--- src/rtl/core/idc_pkg.sv ---
`timescale 1ns / 1ps
`default_nettype none
// ----------------------------------------------------------------------------
// idc_pkg
// Shared widths, codes and stage payload types of the intra DC predictor.
// ----------------------------------------------------------------------------
package idc_pkg;

  localparam int unsigned BLK_W    = 3;
  localparam int unsigned DC_W     = 13;
  localparam int unsigned SCALE_W  = 7;
  localparam int unsigned AIC_W    = 2;
  localparam int unsigned SUM_W    = 14;
  localparam int unsigned VER_W    = 3;
  localparam int unsigned NUM_W    = 14;  // rounded numerator, max 8191 + 63
  localparam int unsigned RECIP_SHIFT = 21;
  localparam int unsigned RECIP_W  = 22;  // ceil(2^21 / d) for d in 1..127
  localparam int unsigned PROD_W   = NUM_W + RECIP_W;
  localparam int unsigned SCALE_DEPTH = 1 << SCALE_W;

  localparam int unsigned IN_DATA_W  = 88;
  localparam int unsigned OUT_DATA_W = 16;

  // codec_version codes
  localparam logic [VER_W-1:0] CODEC_V3    = 3'd2;
  localparam logic [VER_W-1:0] CODEC_WMV1  = 3'd3;
  localparam logic [VER_W-1:0] CODEC_RESET = CODEC_V3;

  // luma block numbers with their own inter-intra rule
  localparam logic [BLK_W-1:0] BLK_Y0 = 3'd0;
  localparam logic [BLK_W-1:0] BLK_Y1 = 3'd1;
  localparam logic [BLK_W-1:0] BLK_Y2 = 3'd2;
  localparam logic [BLK_W-1:0] BLK_Y3 = 3'd3;

  // advanced intra direction codes
  localparam logic [AIC_W-1:0] AIC_LEFT     = 2'd0;
  localparam logic [AIC_W-1:0] AIC_Y0_ABOVE = 2'd1;
  localparam logic [AIC_W-1:0] AIC_Y0_LEFT  = 2'd2;
  localparam logic [AIC_W-1:0] AIC_ABOVE    = 2'd3;

  localparam logic DIR_LEFT  = 1'b0;
  localparam logic DIR_ABOVE = 1'b1;

  localparam logic [NUM_W-1:0] EDGE_DC = 14'd1024;

  typedef struct packed {
    logic [BLK_W-1:0]   block_num;
    logic [DC_W-1:0]    dc_left;
    logic [DC_W-1:0]    dc_above_left;
    logic [DC_W-1:0]    dc_above;
    logic [SCALE_W-1:0] dc_scale;
    logic               first_row;
    logic               inter_intra;
    logic [AIC_W-1:0]   aic_dir;
    logic [SUM_W-1:0]   left_pixel_sum;
    logic [SUM_W-1:0]   top_pixel_sum;
    logic               at_left_edge;
    logic               at_top_edge;
  } idc_item_t;

  typedef struct packed {
    logic fixed;      // direction decided without the gradient test
    logic fixed_dir;
    logic strict;     // gradient test uses < instead of <=
  } idc_ctl_t;

  typedef struct packed {
    idc_ctl_t           ctl;
    logic [NUM_W-1:0]   num_a;
    logic [NUM_W-1:0]   num_b;
    logic [NUM_W-1:0]   num_c;
    logic [RECIP_W-1:0] recip;
  } idc_prep_t;

  typedef struct packed {
    idc_ctl_t        ctl;
    logic [DC_W-1:0] q_a;
    logic [DC_W-1:0] q_b;
    logic [DC_W-1:0] q_c;
  } idc_quot_t;

  typedef struct packed {
    logic [DC_W-1:0] prediction;
    logic            direction;
  } idc_res_t;

endpackage
`default_nettype wire

--- src/rtl/core/idc_prep.sv ---
`timescale 1ns / 1ps
`default_nettype none
// ----------------------------------------------------------------------------
// idc_prep
// Stage 1: mode decode, rounded numerators and reciprocal lookup.
// ----------------------------------------------------------------------------
module idc_prep (
  input  wire logic                      clk,
  input  wire logic                      rst_n,
  input  wire logic [idc_pkg::VER_W-1:0] codec_version,
  input  wire logic                      valid_i,
  output      logic                      ready_o,
  input  wire idc_pkg::idc_item_t        item_i,
  output      logic                      valid_o,
  input  wire logic                      ready_i,
  output      idc_pkg::idc_prep_t        data_o
);
  import idc_pkg::*;

  logic [RECIP_W-1:0] recip_tbl [SCALE_DEPTH];

  // reciprocal table, ceil(2^21 / d); a zero scale acts as one
  for (genvar g = 0; g < SCALE_DEPTH; g++) begin : g_recip
    localparam int unsigned DIVISOR = (g == 0) ? 1 : g;
    localparam int unsigned RV = ((32'd1 << RECIP_SHIFT) + DIVISOR - 1) / DIVISOR;
    assign recip_tbl[g] = RV[RECIP_W-1:0];
  end

  logic               valid_r;
  idc_prep_t          data_r;
  idc_prep_t          data_nxt;
  logic [SCALE_W-1:0] scale;
  logic [SCALE_W-2:0] half;
  logic               newer;
  logic               repl;
  logic               fixed_blk;
  logic               pix;
  logic [DC_W-1:0]    b_v;
  logic [DC_W-1:0]    c_v;
  logic [SUM_W:0]     lsum_rnd;
  logic [SUM_W:0]     tsum_rnd;
  logic [NUM_W-1:0]   edge_num;
  logic [NUM_W-1:0]   lnum;
  logic [NUM_W-1:0]   tnum;
  logic               aic_above;

  always_comb begin
    scale = (item_i.dc_scale == '0) ? SCALE_W'(1) : item_i.dc_scale;
    half  = scale[SCALE_W-1:1];
    newer = (codec_version >= CODEC_WMV1);
    repl  = item_i.first_row && !item_i.block_num[1] && !newer;
    b_v   = repl ? EDGE_DC[DC_W-1:0] : item_i.dc_above_left;
    c_v   = repl ? EDGE_DC[DC_W-1:0] : item_i.dc_above;

    fixed_blk = (item_i.block_num == BLK_Y1) || (item_i.block_num == BLK_Y2) ||
                (item_i.block_num == BLK_Y3);
    pix       = newer && item_i.inter_intra && !fixed_blk;

    // divide by 8*scale as floor((sum + 4*scale) / 8) / scale
    lsum_rnd = {1'b0, item_i.left_pixel_sum} + {6'd0, scale, 2'b00};
    tsum_rnd = {1'b0, item_i.top_pixel_sum} + {6'd0, scale, 2'b00};
    edge_num = EDGE_DC + {8'd0, half};
    lnum = item_i.at_left_edge ? edge_num : {2'b00, lsum_rnd[SUM_W:3]};
    tnum = item_i.at_top_edge  ? edge_num : {2'b00, tsum_rnd[SUM_W:3]};

    unique case (item_i.aic_dir)
      AIC_LEFT:     aic_above = DIR_LEFT;
      AIC_Y0_ABOVE: aic_above = (item_i.block_num == BLK_Y0);
      AIC_Y0_LEFT:  aic_above = (item_i.block_num != BLK_Y0);
      AIC_ABOVE:    aic_above = DIR_ABOVE;
      default:      aic_above = DIR_LEFT;
    endcase

    data_nxt.ctl.strict = newer;
    data_nxt.ctl.fixed  = newer && item_i.inter_intra && (item_i.block_num != BLK_Y3);
    priority if (pix) begin
      data_nxt.ctl.fixed_dir = aic_above;
    end else if (item_i.block_num == BLK_Y2) begin
      data_nxt.ctl.fixed_dir = DIR_ABOVE;
    end else begin
      data_nxt.ctl.fixed_dir = DIR_LEFT;
    end

    data_nxt.num_a = pix ? lnum : ({1'b0, item_i.dc_left} + {8'd0, half});
    data_nxt.num_b = {1'b0, b_v} + {8'd0, half};
    data_nxt.num_c = pix ? tnum : ({1'b0, c_v} + {8'd0, half});
    data_nxt.recip = recip_tbl[scale];
  end

  assign ready_o = !valid_r || ready_i;

  always_ff @(posedge clk) begin
    if (!rst_n) begin
      valid_r <= 1'b0;
    end else if (ready_o) begin
      valid_r <= valid_i;
    end
  end

  always_ff @(posedge clk) begin
    if (ready_o && valid_i) begin
      data_r <= data_nxt;
    end
  end

  assign valid_o = valid_r;
  assign data_o  = data_r;

endmodule
`default_nettype wire

--- src/rtl/core/idc_div.sv ---
`timescale 1ns / 1ps
`default_nettype none
// ----------------------------------------------------------------------------
// idc_div
// Stage 2: three reciprocal multipliers give the quotients by the DC scale.
// ----------------------------------------------------------------------------
module idc_div (
  input  wire logic               clk,
  input  wire logic               rst_n,
  input  wire logic               valid_i,
  output      logic               ready_o,
  input  wire idc_pkg::idc_prep_t data_i,
  output      logic               valid_o,
  input  wire logic               ready_i,
  output      idc_pkg::idc_quot_t data_o
);
  import idc_pkg::*;

  logic              valid_r;
  idc_quot_t         data_r;
  idc_quot_t         data_nxt;
  logic [PROD_W-1:0] prod_a;
  logic [PROD_W-1:0] prod_b;
  logic [PROD_W-1:0] prod_c;

  // exact for numerators below 2^14 and divisors below 2^7
  always_comb begin
    prod_a = PROD_W'(data_i.num_a) * PROD_W'(data_i.recip);
    prod_b = PROD_W'(data_i.num_b) * PROD_W'(data_i.recip);
    prod_c = PROD_W'(data_i.num_c) * PROD_W'(data_i.recip);
    data_nxt.ctl = data_i.ctl;
    data_nxt.q_a = prod_a[RECIP_SHIFT +: DC_W];
    data_nxt.q_b = prod_b[RECIP_SHIFT +: DC_W];
    data_nxt.q_c = prod_c[RECIP_SHIFT +: DC_W];
  end

  assign ready_o = !valid_r || ready_i;

  always_ff @(posedge clk) begin
    if (!rst_n) begin
      valid_r <= 1'b0;
    end else if (ready_o) begin
      valid_r <= valid_i;
    end
  end

  always_ff @(posedge clk) begin
    if (ready_o && valid_i) begin
      data_r <= data_nxt;
    end
  end

  assign valid_o = valid_r;
  assign data_o  = data_r;

endmodule
`default_nettype wire

--- src/rtl/core/idc_sel.sv ---
`timescale 1ns / 1ps
`default_nettype none
// ----------------------------------------------------------------------------
// idc_sel
// Stage 3: gradient compare and selection into the output register.
// ----------------------------------------------------------------------------
module idc_sel (
  input  wire logic               clk,
  input  wire logic               rst_n,
  input  wire logic               valid_i,
  output      logic               ready_o,
  input  wire idc_pkg::idc_quot_t data_i,
  output      logic               valid_o,
  input  wire logic               ready_i,
  output      idc_pkg::idc_res_t  data_o
);
  import idc_pkg::*;

  logic            valid_r;
  idc_res_t        data_r;
  idc_res_t        data_nxt;
  logic [DC_W-1:0] dab;
  logic [DC_W-1:0] dbc;
  logic            above;

  always_comb begin
    dab = (data_i.q_a > data_i.q_b) ? data_i.q_a - data_i.q_b : data_i.q_b - data_i.q_a;
    dbc = (data_i.q_b > data_i.q_c) ? data_i.q_b - data_i.q_c : data_i.q_c - data_i.q_b;
    priority if (data_i.ctl.fixed) begin
      above = data_i.ctl.fixed_dir;
    end else if (data_i.ctl.strict) begin
      above = (dab < dbc);
    end else begin
      above = (dab <= dbc);
    end
    data_nxt.direction  = above ? DIR_ABOVE : DIR_LEFT;
    data_nxt.prediction = above ? data_i.q_c : data_i.q_a;
  end

  assign ready_o = !valid_r || ready_i;

  always_ff @(posedge clk) begin
    if (!rst_n) begin
      valid_r <= 1'b0;
    end else if (ready_o) begin
      valid_r <= valid_i;
    end
  end

  always_ff @(posedge clk) begin
    if (ready_o && valid_i) begin
      data_r <= data_nxt;
    end
  end

  assign valid_o = valid_r;
  assign data_o  = data_r;

endmodule
`default_nettype wire

--- src/rtl/core/intra_dc_gradient_predictor.sv ---
`timescale 1ns / 1ps
`default_nettype none
// ----------------------------------------------------------------------------
// intra_dc_gradient_predictor
// Intra DC prediction for one 8x8 block per transaction.
// ----------------------------------------------------------------------------
// Takes one block per cycle unless a stalled output has filled every stage.
// Three register stages: numerator rounding with a 128-entry reciprocal
// table, three 14x22 reciprocal multipliers that divide by the DC scale,
// then the gradient compare into the output register. Every stage holds
// a valid bit and fills bubbles, so a stalled output only holds the
// stages behind it once they are full. codec_version is written through
// cfg_wr_en / cfg_wr_data and is read by the first stage, so write it only
// while the pipeline is empty.
module intra_dc_gradient_predictor (
  input  wire logic                             clk,
  input  wire logic                             rst_n,
  input  wire logic                             cfg_wr_en,
  input  wire logic [idc_pkg::VER_W-1:0]        cfg_wr_data,
  input  wire logic                             in_tvalid,
  output      logic                             in_tready,
  // block_num[2:0], dc_left[15:3], dc_above_left[28:16], dc_above[41:29],
  // dc_scale[48:42], first_row[49], inter_intra[50], aic_dir[52:51],
  // left_pixel_sum[66:53], top_pixel_sum[80:67], at_left_edge[81],
  // at_top_edge[82], zero[87:83]
  input  wire logic [idc_pkg::IN_DATA_W-1:0]    in_tdata,
  output      logic                             out_tvalid,
  input  wire logic                             out_tready,
  // prediction[12:0], direction[13], zero[15:14]
  output      logic [idc_pkg::OUT_DATA_W-1:0]   out_tdata
);
  import idc_pkg::*;

  logic [VER_W-1:0] codec_version_r;
  idc_item_t        item;
  logic             prep_valid;
  logic             prep_ready;
  idc_prep_t        prep_data;
  logic             quot_valid;
  logic             quot_ready;
  idc_quot_t        quot_data;
  idc_res_t         res;

  always_ff @(posedge clk) begin
    if (!rst_n) begin
      codec_version_r <= CODEC_RESET;
    end else if (cfg_wr_en) begin
      codec_version_r <= cfg_wr_data;
    end
  end

  assign item.block_num      = in_tdata[2:0];
  assign item.dc_left        = in_tdata[15:3];
  assign item.dc_above_left  = in_tdata[28:16];
  assign item.dc_above       = in_tdata[41:29];
  assign item.dc_scale       = in_tdata[48:42];
  assign item.first_row      = in_tdata[49];
  assign item.inter_intra    = in_tdata[50];
  assign item.aic_dir        = in_tdata[52:51];
  assign item.left_pixel_sum = in_tdata[66:53];
  assign item.top_pixel_sum  = in_tdata[80:67];
  assign item.at_left_edge   = in_tdata[81];
  assign item.at_top_edge    = in_tdata[82];

  idc_prep u_prep (
    .clk           (clk),
    .rst_n         (rst_n),
    .codec_version (codec_version_r),
    .valid_i       (in_tvalid),
    .ready_o       (in_tready),
    .item_i        (item),
    .valid_o       (prep_valid),
    .ready_i       (prep_ready),
    .data_o        (prep_data)
  );

  idc_div u_div (
    .clk     (clk),
    .rst_n   (rst_n),
    .valid_i (prep_valid),
    .ready_o (prep_ready),
    .data_i  (prep_data),
    .valid_o (quot_valid),
    .ready_i (quot_ready),
    .data_o  (quot_data)
  );

  idc_sel u_sel (
    .clk     (clk),
    .rst_n   (rst_n),
    .valid_i (quot_valid),
    .ready_o (quot_ready),
    .data_i  (quot_data),
    .valid_o (out_tvalid),
    .ready_i (out_tready),
    .data_o  (res)
  );

  assign out_tdata = {2'b00, res.direction, res.prediction};

endmodule
`default_nettype wire

--- config.mk ---
export PLATFORM = sky130hd
export DESIGN_NAME = intra_dc_gradient_predictor
export DESIGN_NICKNAME = d
export VERILOG_FILES = /design/src/rtl/core/idc_pkg.sv /design/src/rtl/core/idc_prep.sv /design/src/rtl/core/idc_div.sv /design/src/rtl/core/idc_sel.sv /design/src/rtl/core/intra_dc_gradient_predictor.sv
export SDC_FILE = /design/constraint.sdc
export NUM_CORES = 2
export LEC_CHECK = 0
export BUFFER_PORTS_ARGS = -buffer_cell sky130_fd_sc_hd__buf_2
export CAP_MARGIN = 40
export CORE_ASPECT_RATIO = 1.5
export CORE_MARGIN = 4
export CORE_UTILIZATION = 45
export CTS_CLUSTER_DIAMETER = 40
export DETAILED_ROUTE_END_ITERATION = 8
export GPL_TIMING_DRIVEN = 0
export SETUP_SLACK_MARGIN = 0.15
export SLEW_MARGIN = 5
export SYNTH_ARGS = -nofsm -noshare
export SYNTH_HDL_FRONTEND = slang
export SYNTH_SLANG_ARGS = --single-unit
--- constraint.sdc ---
create_clock -name clk -period 10.7 [get_ports clk]
set_input_delay 2.14 -clock clk [delete_from_list [all_inputs] [get_ports clk]]
set_output_delay 2.14 -clock clk [all_outputs]
set_load 0.05 [all_outputs]
**Word-level counts from Yosys, hierarchy flattened**

Memories as Yosys holds them, arrays and structs flattened. A register that Yosys moved wholly into a read port is not among the register bits.
Cells that the tools add are included.

- $add $sub $neg: 10
- $mul: 3
- Order comparisons: 5
- Equal/unequal tests: 7
- Multiplexer cells: 16
- Bitwise logic cells: 1
- Reductions and logical operators: 23

Operator list:

| cell | count |
|---|---|
| 14-bit by 22-bit multiplier with 34-bit output | 3 |
| 13-bit two-way mux | 5 |
| 14-bit two-way mux | 4 |
| 13-bit subtractor | 4 |
| 13-bit by 6-bit adder with 14-bit output | 3 |
| 14-bit by 9-bit adder with 15-bit output | 2 |
| 13-bit greater-than comparator | 2 |
| 13-bit <= comparator | 1 |
| 13-bit less-than comparator | 1 |
| 11-bit by 6-bit adder with 12-bit output (first input constant) | 1 |
| 1-bit logical AND | 8 |
| 7-bit inverter with 8-bit output | 1 |
| 7-bit logical NOT | 1 |
| 7-bit two-way mux | 1 |
| 3-bit by 2-bit equality test with 1-bit output (second input constant) | 2 |
| 1-bit logical NOT | 6 |
| 1-bit logical OR | 5 |
| 1-bit two-way mux | 5 |
| 2-bit equality test (second input constant) | 2 |
| 1-bit one-hot mux with 4 select lines | 1 |
| 3-bit by 1-bit equality test with 1-bit output (second input constant) | 1 |
| 3-bit by 2-bit >= comparator with 1-bit output (second input constant) | 1 |
| 3-bit logical NOT | 1 |
| 3-bit by 2-bit != test with 1-bit output (second input constant) | 1 |
| other kinds (3) | 3 |

- Register bits: 107
- ROM bits: 2,816
- Output and inout port bits: 18
- Memories: 1

Memories:

| name | words | bits a word | read ports | clocked after memory_dff | write ports | line | text |
|---|---|---|---|---|---|---|---|
| (no name shown) | 128 | 22 | 1 | 1 | 0 | idc_prep.sv:87 | `data_nxt.recip = recip_tbl[scale];` |

**Depth between registers and ports, before layout**

- Depth in word-level cells: 6
- Mapped depth: 24

**Hierarchy**

From an unflattened synthesis, not the netlist that was laid out.

- Cells, all modules: 4,495
- Area, all modules: 39,444.1 um^2

By module, submodules not included:

| module | instances | cells an instance | area each (um^2) |
|---|---|---|---|
| idc_div | 1 | 3,158 | 28,716.3 |
| idc_prep | 1 | 946 | 7,390.8 |
| idc_sel | 1 | 379 | 3,211.8 |
| intra_dc_gradient_predictor | 1 | 12 | 125.1 |

**Least setup slack after synthesis**

OpenSTA, ideal clock, no wires.

- Kind: register to register
- Start point: register u_prep.data_o[1] (netlist name)
- End point: register u_div.data_r (netlist bit u_div.data_o[25]) (data pin)
- Setup time: 272 ps
- Data arrival time: 5,936 ps
- Path slack: 4,492 ps
- Stages on the path, launching flop included: 23
- Buffers on the path: 2
- Period minus slack after synthesis: 6,208 ps
- Cell sequence: edfxtp_1 -> clkbuf_1 -> clkbuf_1 -> nand2_1 -> fa_1 -> fa_1 -> inv_1 -> fa_1 -> fa_1 -> fa_1 -> inv_1 -> fa_1 -> inv_1 -> ha_1 -> a21o_1 -> a21o_1 -> a21oi_1 -> o21a_1 -> o21ai_4 -> o21bai_2 -> a41oi_4 -> mux2i_1 -> or4b_1

- Word-level cells in the longest chain between the ends: 1

Ends and longest elaborated chain:

| what | line | text |
|---|---|---|
| 14-bit by 22-bit multiplier with 34-bit output | idc_div.sv:29 | `prod_b = PROD_W'(data_i.num_b) * PROD_W'(data_i.recip);` |
| via u_div.prod_b[33] | idc_div.sv:23 | `logic [PROD_W-1:0] prod_b;` |
| to (signal assigned) | idc_div.sv:49 | `data_r <= data_nxt;` |
| to (decl) | idc_div.sv:20 | `idc_quot_t data_r;` |

The timed path passes the listed nets, and every way through them passes these cells.
A chain may end at the register's enable or synchronous reset.

**Worst setup path in the final report**

- Start point: register u_prep.data_o[18] (netlist name)
- End point: register u_div.data_r (netlist bit u_div.data_o[38]) (data pin)

- Word-level cells in the longest chain between the ends: 1

Ends and longest elaborated chain:

| what | line | text |
|---|---|---|
| 14-bit by 22-bit multiplier with 34-bit output | idc_div.sv:28 | `prod_a = PROD_W'(data_i.num_a) * PROD_W'(data_i.recip);` |
| via u_div.prod_a[33] | idc_div.sv:22 | `logic [PROD_W-1:0] prod_a;` |

The timed path passes the listed nets, and every way through them passes these cells.

==> reports/summary.txt <==
FINISH
-----------------------------------------------------------------------------------------------
Number of fill cells in the layout ...............................................         8346
Area occupied by multi-input gates ...............................................    31000 µm²
Most frequent cells in the layout ................................................ sky130_fd_sc_hd__inv_1, sky130_fd_sc_hd__fa_1, sky130_fd_sc_hd__nand2_1
Total number of nets in the final design .........................................         5834
Layout overhead on the synthesized area ..........................................        8.90%
Storage element area .............................................................     3810 µm²
Most common cell after layout, fill and taps aside ............................... sky130_fd_sc_hd__inv_1
Proportion of layout cells with a drive suffix above 1 ...........................       0.0528

ROUTING
-----------------------------------------------------------------------------------------------
Post-DR vias/cell ................................................................         5.64
Mean routed wirelength per cell ..................................................      26.5 µm
Starting DRT DRC Count ...........................................................         2599
Count of vias placed by the detailed router ......................................        32800
Number of remaining DRC errors ...................................................            0
Number of nets with antenna violations after routing .............................            0
Detailed Route WL ................................................................    154000 µm
First drt pass iteration count ...................................................            8

SYNTH
-----------------------------------------------------------------------------------------------
EDFF count, synth ................................................................          123
Area of the mapped netlist .......................................................    38900 µm²
Mapped Avg Cell Area .............................................................     8.70 µm²
Most used flip-flop cell after synthesis ......................................... sky130_fd_sc_hd__edfxtp_1
Async set-reset flop share out of synthesis ......................................            0
Yosys cell types .................................................................           85
Cell count after synthesis .......................................................         4471
Yosys warning count ..............................................................            0
Share of synthesized area occupied by flip-flops and latches .....................       0.0981
Synthesis-stage register bit count ...............................................          129

WORST SETUP PATH
-----------------------------------------------------------------------------------------------
Cell with the biggest individual delay on the critical path ...................... sky130_fd_sc_hd__edfxtp_1
Crit path required time ..........................................................     10.95 ns
Worst setup slack for register-to-register paths .................................      2.86 ns
Signal arrival time at the worst endpoint ........................................      8.09 ns
Reg-to-reg critical path endpoint ................................................ u_div.data_o[38]
Largest fanout of any net on the critical path ...................................           10
Kind of end point of the critical path ...........................................    flip-flop
Cell occurring most often along the worst timing path ............................ sky130_fd_sc_hd__fa_1
Largest stage delay on the critical path .........................................      0.82 ns
Startpoint kind of the worst setup timing path ...................................    flip-flop
FF-to-FF path depth ..............................................................           19
Reg-to-reg critical path startpoint .............................................. u_prep.data_o[18]
Type of the worst setup path .....................................................      reg2reg
Sequence of cells on the critical path ........................................... clkbuf_1, nand2_1, fa_1, inv_1, fa_1, fa_1, fa_1, fa_1, fa_1, ha_1, nand3_1, nor2_1, o211ai_1, a31o_1, a31oi_1, a21o_1, a21oi_1, a211o_1, xnor2_1

CLOCK TREE
-----------------------------------------------------------------------------------------------
Number of instances resized during post-cts repair ...............................            0
Maximum buffer depth of the clock tree ...........................................            2
Number of buffers inserted by post-CTS setup repair ..............................            0
Number of hold buffers added after cts ...........................................            0
# clock sinks ....................................................................          129
CTS H-tree lvls ..................................................................            4
Clock root buffer ................................................................ sky130_fd_sc_hd__clkbuf_16
Clock tree from TritonCTS ........................................................         done
Latest clock arrival within the worst-skew pair ..................................      0.49 ns
CTS buffer count .................................................................           17
Clock input transition at the sequential cells of the worst setup and hold paths .      0.07 ns

TIMING
-----------------------------------------------------------------------------------------------
Unrepaired setup endpoints after global routing ..................................        false
Number of max-slew violations in the final report ................................            0
Worst hold slack .................................................................     0.423 ns
Final cycle utilization of the critical path .....................................        0.733
Headroom to the max-slew limit ...................................................        0.335
Post-Route Skew ..................................................................    0.0151 ns
Hold violation total from the final report .......................................            0
Setup tns final ..................................................................         0 ns
Maximum achievable frequency .....................................................    0.128 GHz
Worst Max-Slew Pin Slew ..........................................................     0.998 ns
Total of endpoints with negative setup slack in the final report .................            0
Tmin final .......................................................................      7.84 ns

FLOORPLAN
-----------------------------------------------------------------------------------------------
Core Rows ........................................................................          131
Chip Width .......................................................................       248 µm
Number of placed I/O pins ........................................................          114
Effective utilization at floorplan ...............................................        0.455
Die area .........................................................................    91300 µm²
Core outline area ................................................................    85400 µm²
Die height .......................................................................       368 µm

OUTCOME
-----------------------------------------------------------------------------------------------
Run status ....................................................................... complete, no violations

HOLD PATH
-----------------------------------------------------------------------------------------------
Endpoint of the worst hold-timing path ........................................... u_div.data_o[39]
Worst Min Path Start ............................................................. u_prep.data_o[64]
Cell count of the worst hold path ................................................            0
Type of the worst min-delay path .................................................      reg2reg

PLACEMENT
-----------------------------------------------------------------------------------------------
Routability-driven placement congestion ratio ....................................         1.05
Port buffer count ................................................................           99
HPWL after detailed placement ....................................................    131000 µm

GLOBAL ROUTE
-----------------------------------------------------------------------------------------------
Via count of the first global-routing pass .......................................        35100
Total routing resource utilization after global routing ..........................        0.343
Initial antenna violation count ..................................................            7
Pin count of the biggest net entering global routing .............................           26
Grt ovf ..........................................................................            0
Wire length of the first global-routing pass .....................................    226000 µm

JOB
-----------------------------------------------------------------------------------------------
Reported max-cap violation count .................................................            0

[cell usage after synthesis, types with 16 or more instances]
cell type                    n  share of area
sky130_fd_sc_hd__a21o_1     57          0.011
sky130_fd_sc_hd__o21ai_0   124          0.016
sky130_fd_sc_hd__nand4_1    23         0.0037
sky130_fd_sc_hd__xor2_1     47          0.011
sky130_fd_sc_hd__fa_1      714           0.37
sky130_fd_sc_hd__o21bai_1   16         0.0031
sky130_fd_sc_hd__ha_1      362           0.12
sky130_fd_sc_hd__a31oi_1    22         0.0035
sky130_fd_sc_hd__and2_1    422          0.068
sky130_fd_sc_hd__nor2_1    136          0.013
sky130_fd_sc_hd__a211oi_1   27         0.0052
sky130_fd_sc_hd__mux2i_1    35         0.0090
sky130_fd_sc_hd__o22ai_1    16         0.0026
sky130_fd_sc_hd__inv_1     833          0.080
sky130_fd_sc_hd__clkbuf_1  229          0.022
sky130_fd_sc_hd__a21oi_1   168          0.022
sky130_fd_sc_hd__edfxtp_1  123          0.095
sky130_fd_sc_hd__nand3_1    48         0.0062
sky130_fd_sc_hd__nor3_1     42         0.0054
sky130_fd_sc_hd__xnor2_1    74          0.017
sky130_fd_sc_hd__buf_1      23         0.0022
sky130_fd_sc_hd__nand2_1   655          0.063
sky130_fd_sc_hd__nor2b_1    20         0.0032
sky130_fd_sc_hd__o211ai_1   17         0.0033
sky130_fd_sc_hd__o21ai_1    23         0.0030
[critical path: cells and delay by family (launching register included)]
| family | cells | cell delay, ns |
|---|---|---|
| DFF | 1 | 0.82 |
| AOI/OAI and AO/OA | 6 | 1.77 |
| buffers and inverters | 2 | 0.74 |
| adders and majority gates | 7 | 3.46 |
| xor gates and xnor gates | 1 | 0.38 |
| and+or+nand+nor | 3 | 0.42 |
[worst max-delay path by stage]
stage,start,to,slack (ns),depth (start not counted)
after floorplan,u_prep.data_o[1],u_div.data_o[25],4.49,22
after global placement,out_tready,u_prep.data_o[36],2.52,3
after detailed placement,u_prep.data_o[18],u_div.data_o[38],2.94,19
after CTS,u_prep.data_o[18],u_div.data_o[38],2.91,19
after global routing,u_prep.data_o[18],u_div.data_o[38],2.70,19
final,u_prep.data_o[18],u_div.data_o[38],2.86,19
[metal layers]
| metal | GRT usage | share of wire | up-vias | wire length (µm) |
|---|---|---|---|---|
| met3 | 0.0469 | 0.063 | 611 | 9710 |
| met5 | 0 | 0.000084 | - | 13 |
| li1 | - | - | 14300 | - |
| met2 | 0.593 | 0.49 | 1539 | 75600 |
| met1 | 0.367 | 0.34 | 16300 | 51800 |
| met4 | 0.288 | 0.11 | 2 | 16800 |
[registers in the layout, indices dropped and copies added (netlist names)]
signal / cells
codec_version_r: 3
u_div.data_o: 42
u_div.valid_o: 1
u_prep.data_o: 67
u_prep.valid_o: 1
u_sel.data_o: 14
u_sel.valid_o: 1
[layout make-up]
cell class	instances	area share
Buffer	261	0.0236
Clock inverter	15	0.00328
Antenna cell	8	0.000473
Multi-Input combinational cell	3243	0.731
Timing Repair Buffer	171	0.0335
Tap cell	1130	0.0334
Inverter	839	0.0744
Sequential cell	129	0.0901
Clock buffer	17	0.0100
[cell families after synthesis]
logic type / Yosys count / synth area share
AND/OR/NAND/NOR: 1413 / 0.175
AO/OA/AOI/OAI: 589 / 0.0971
multiplexers: 42 / 0.0119
buffers and inverters: 1100 / 0.107
adder cells (fa/ha/maj): 1076 / 0.484
XOR/XNOR: 121 / 0.0273
other: 1 / 0.0000965
flip-flops: 129 / 0.0981
[through the flow]
step                      cells  utilization  instance area [µm²]  worst slack (ns)
after floorplan            4472            -                38900              4.49
after global placement     5701        0.478                40800              2.52
after detailed placement   5772        0.489                41700              2.94
after CTS                  5804        0.495                42300              2.91
after global routing       5806        0.496                42300              2.70
final                      5813        0.496                42300              2.86
Power is not shown: default switching activity piles up to over one toggle a cycle in this logic, so the estimate is an artifact.
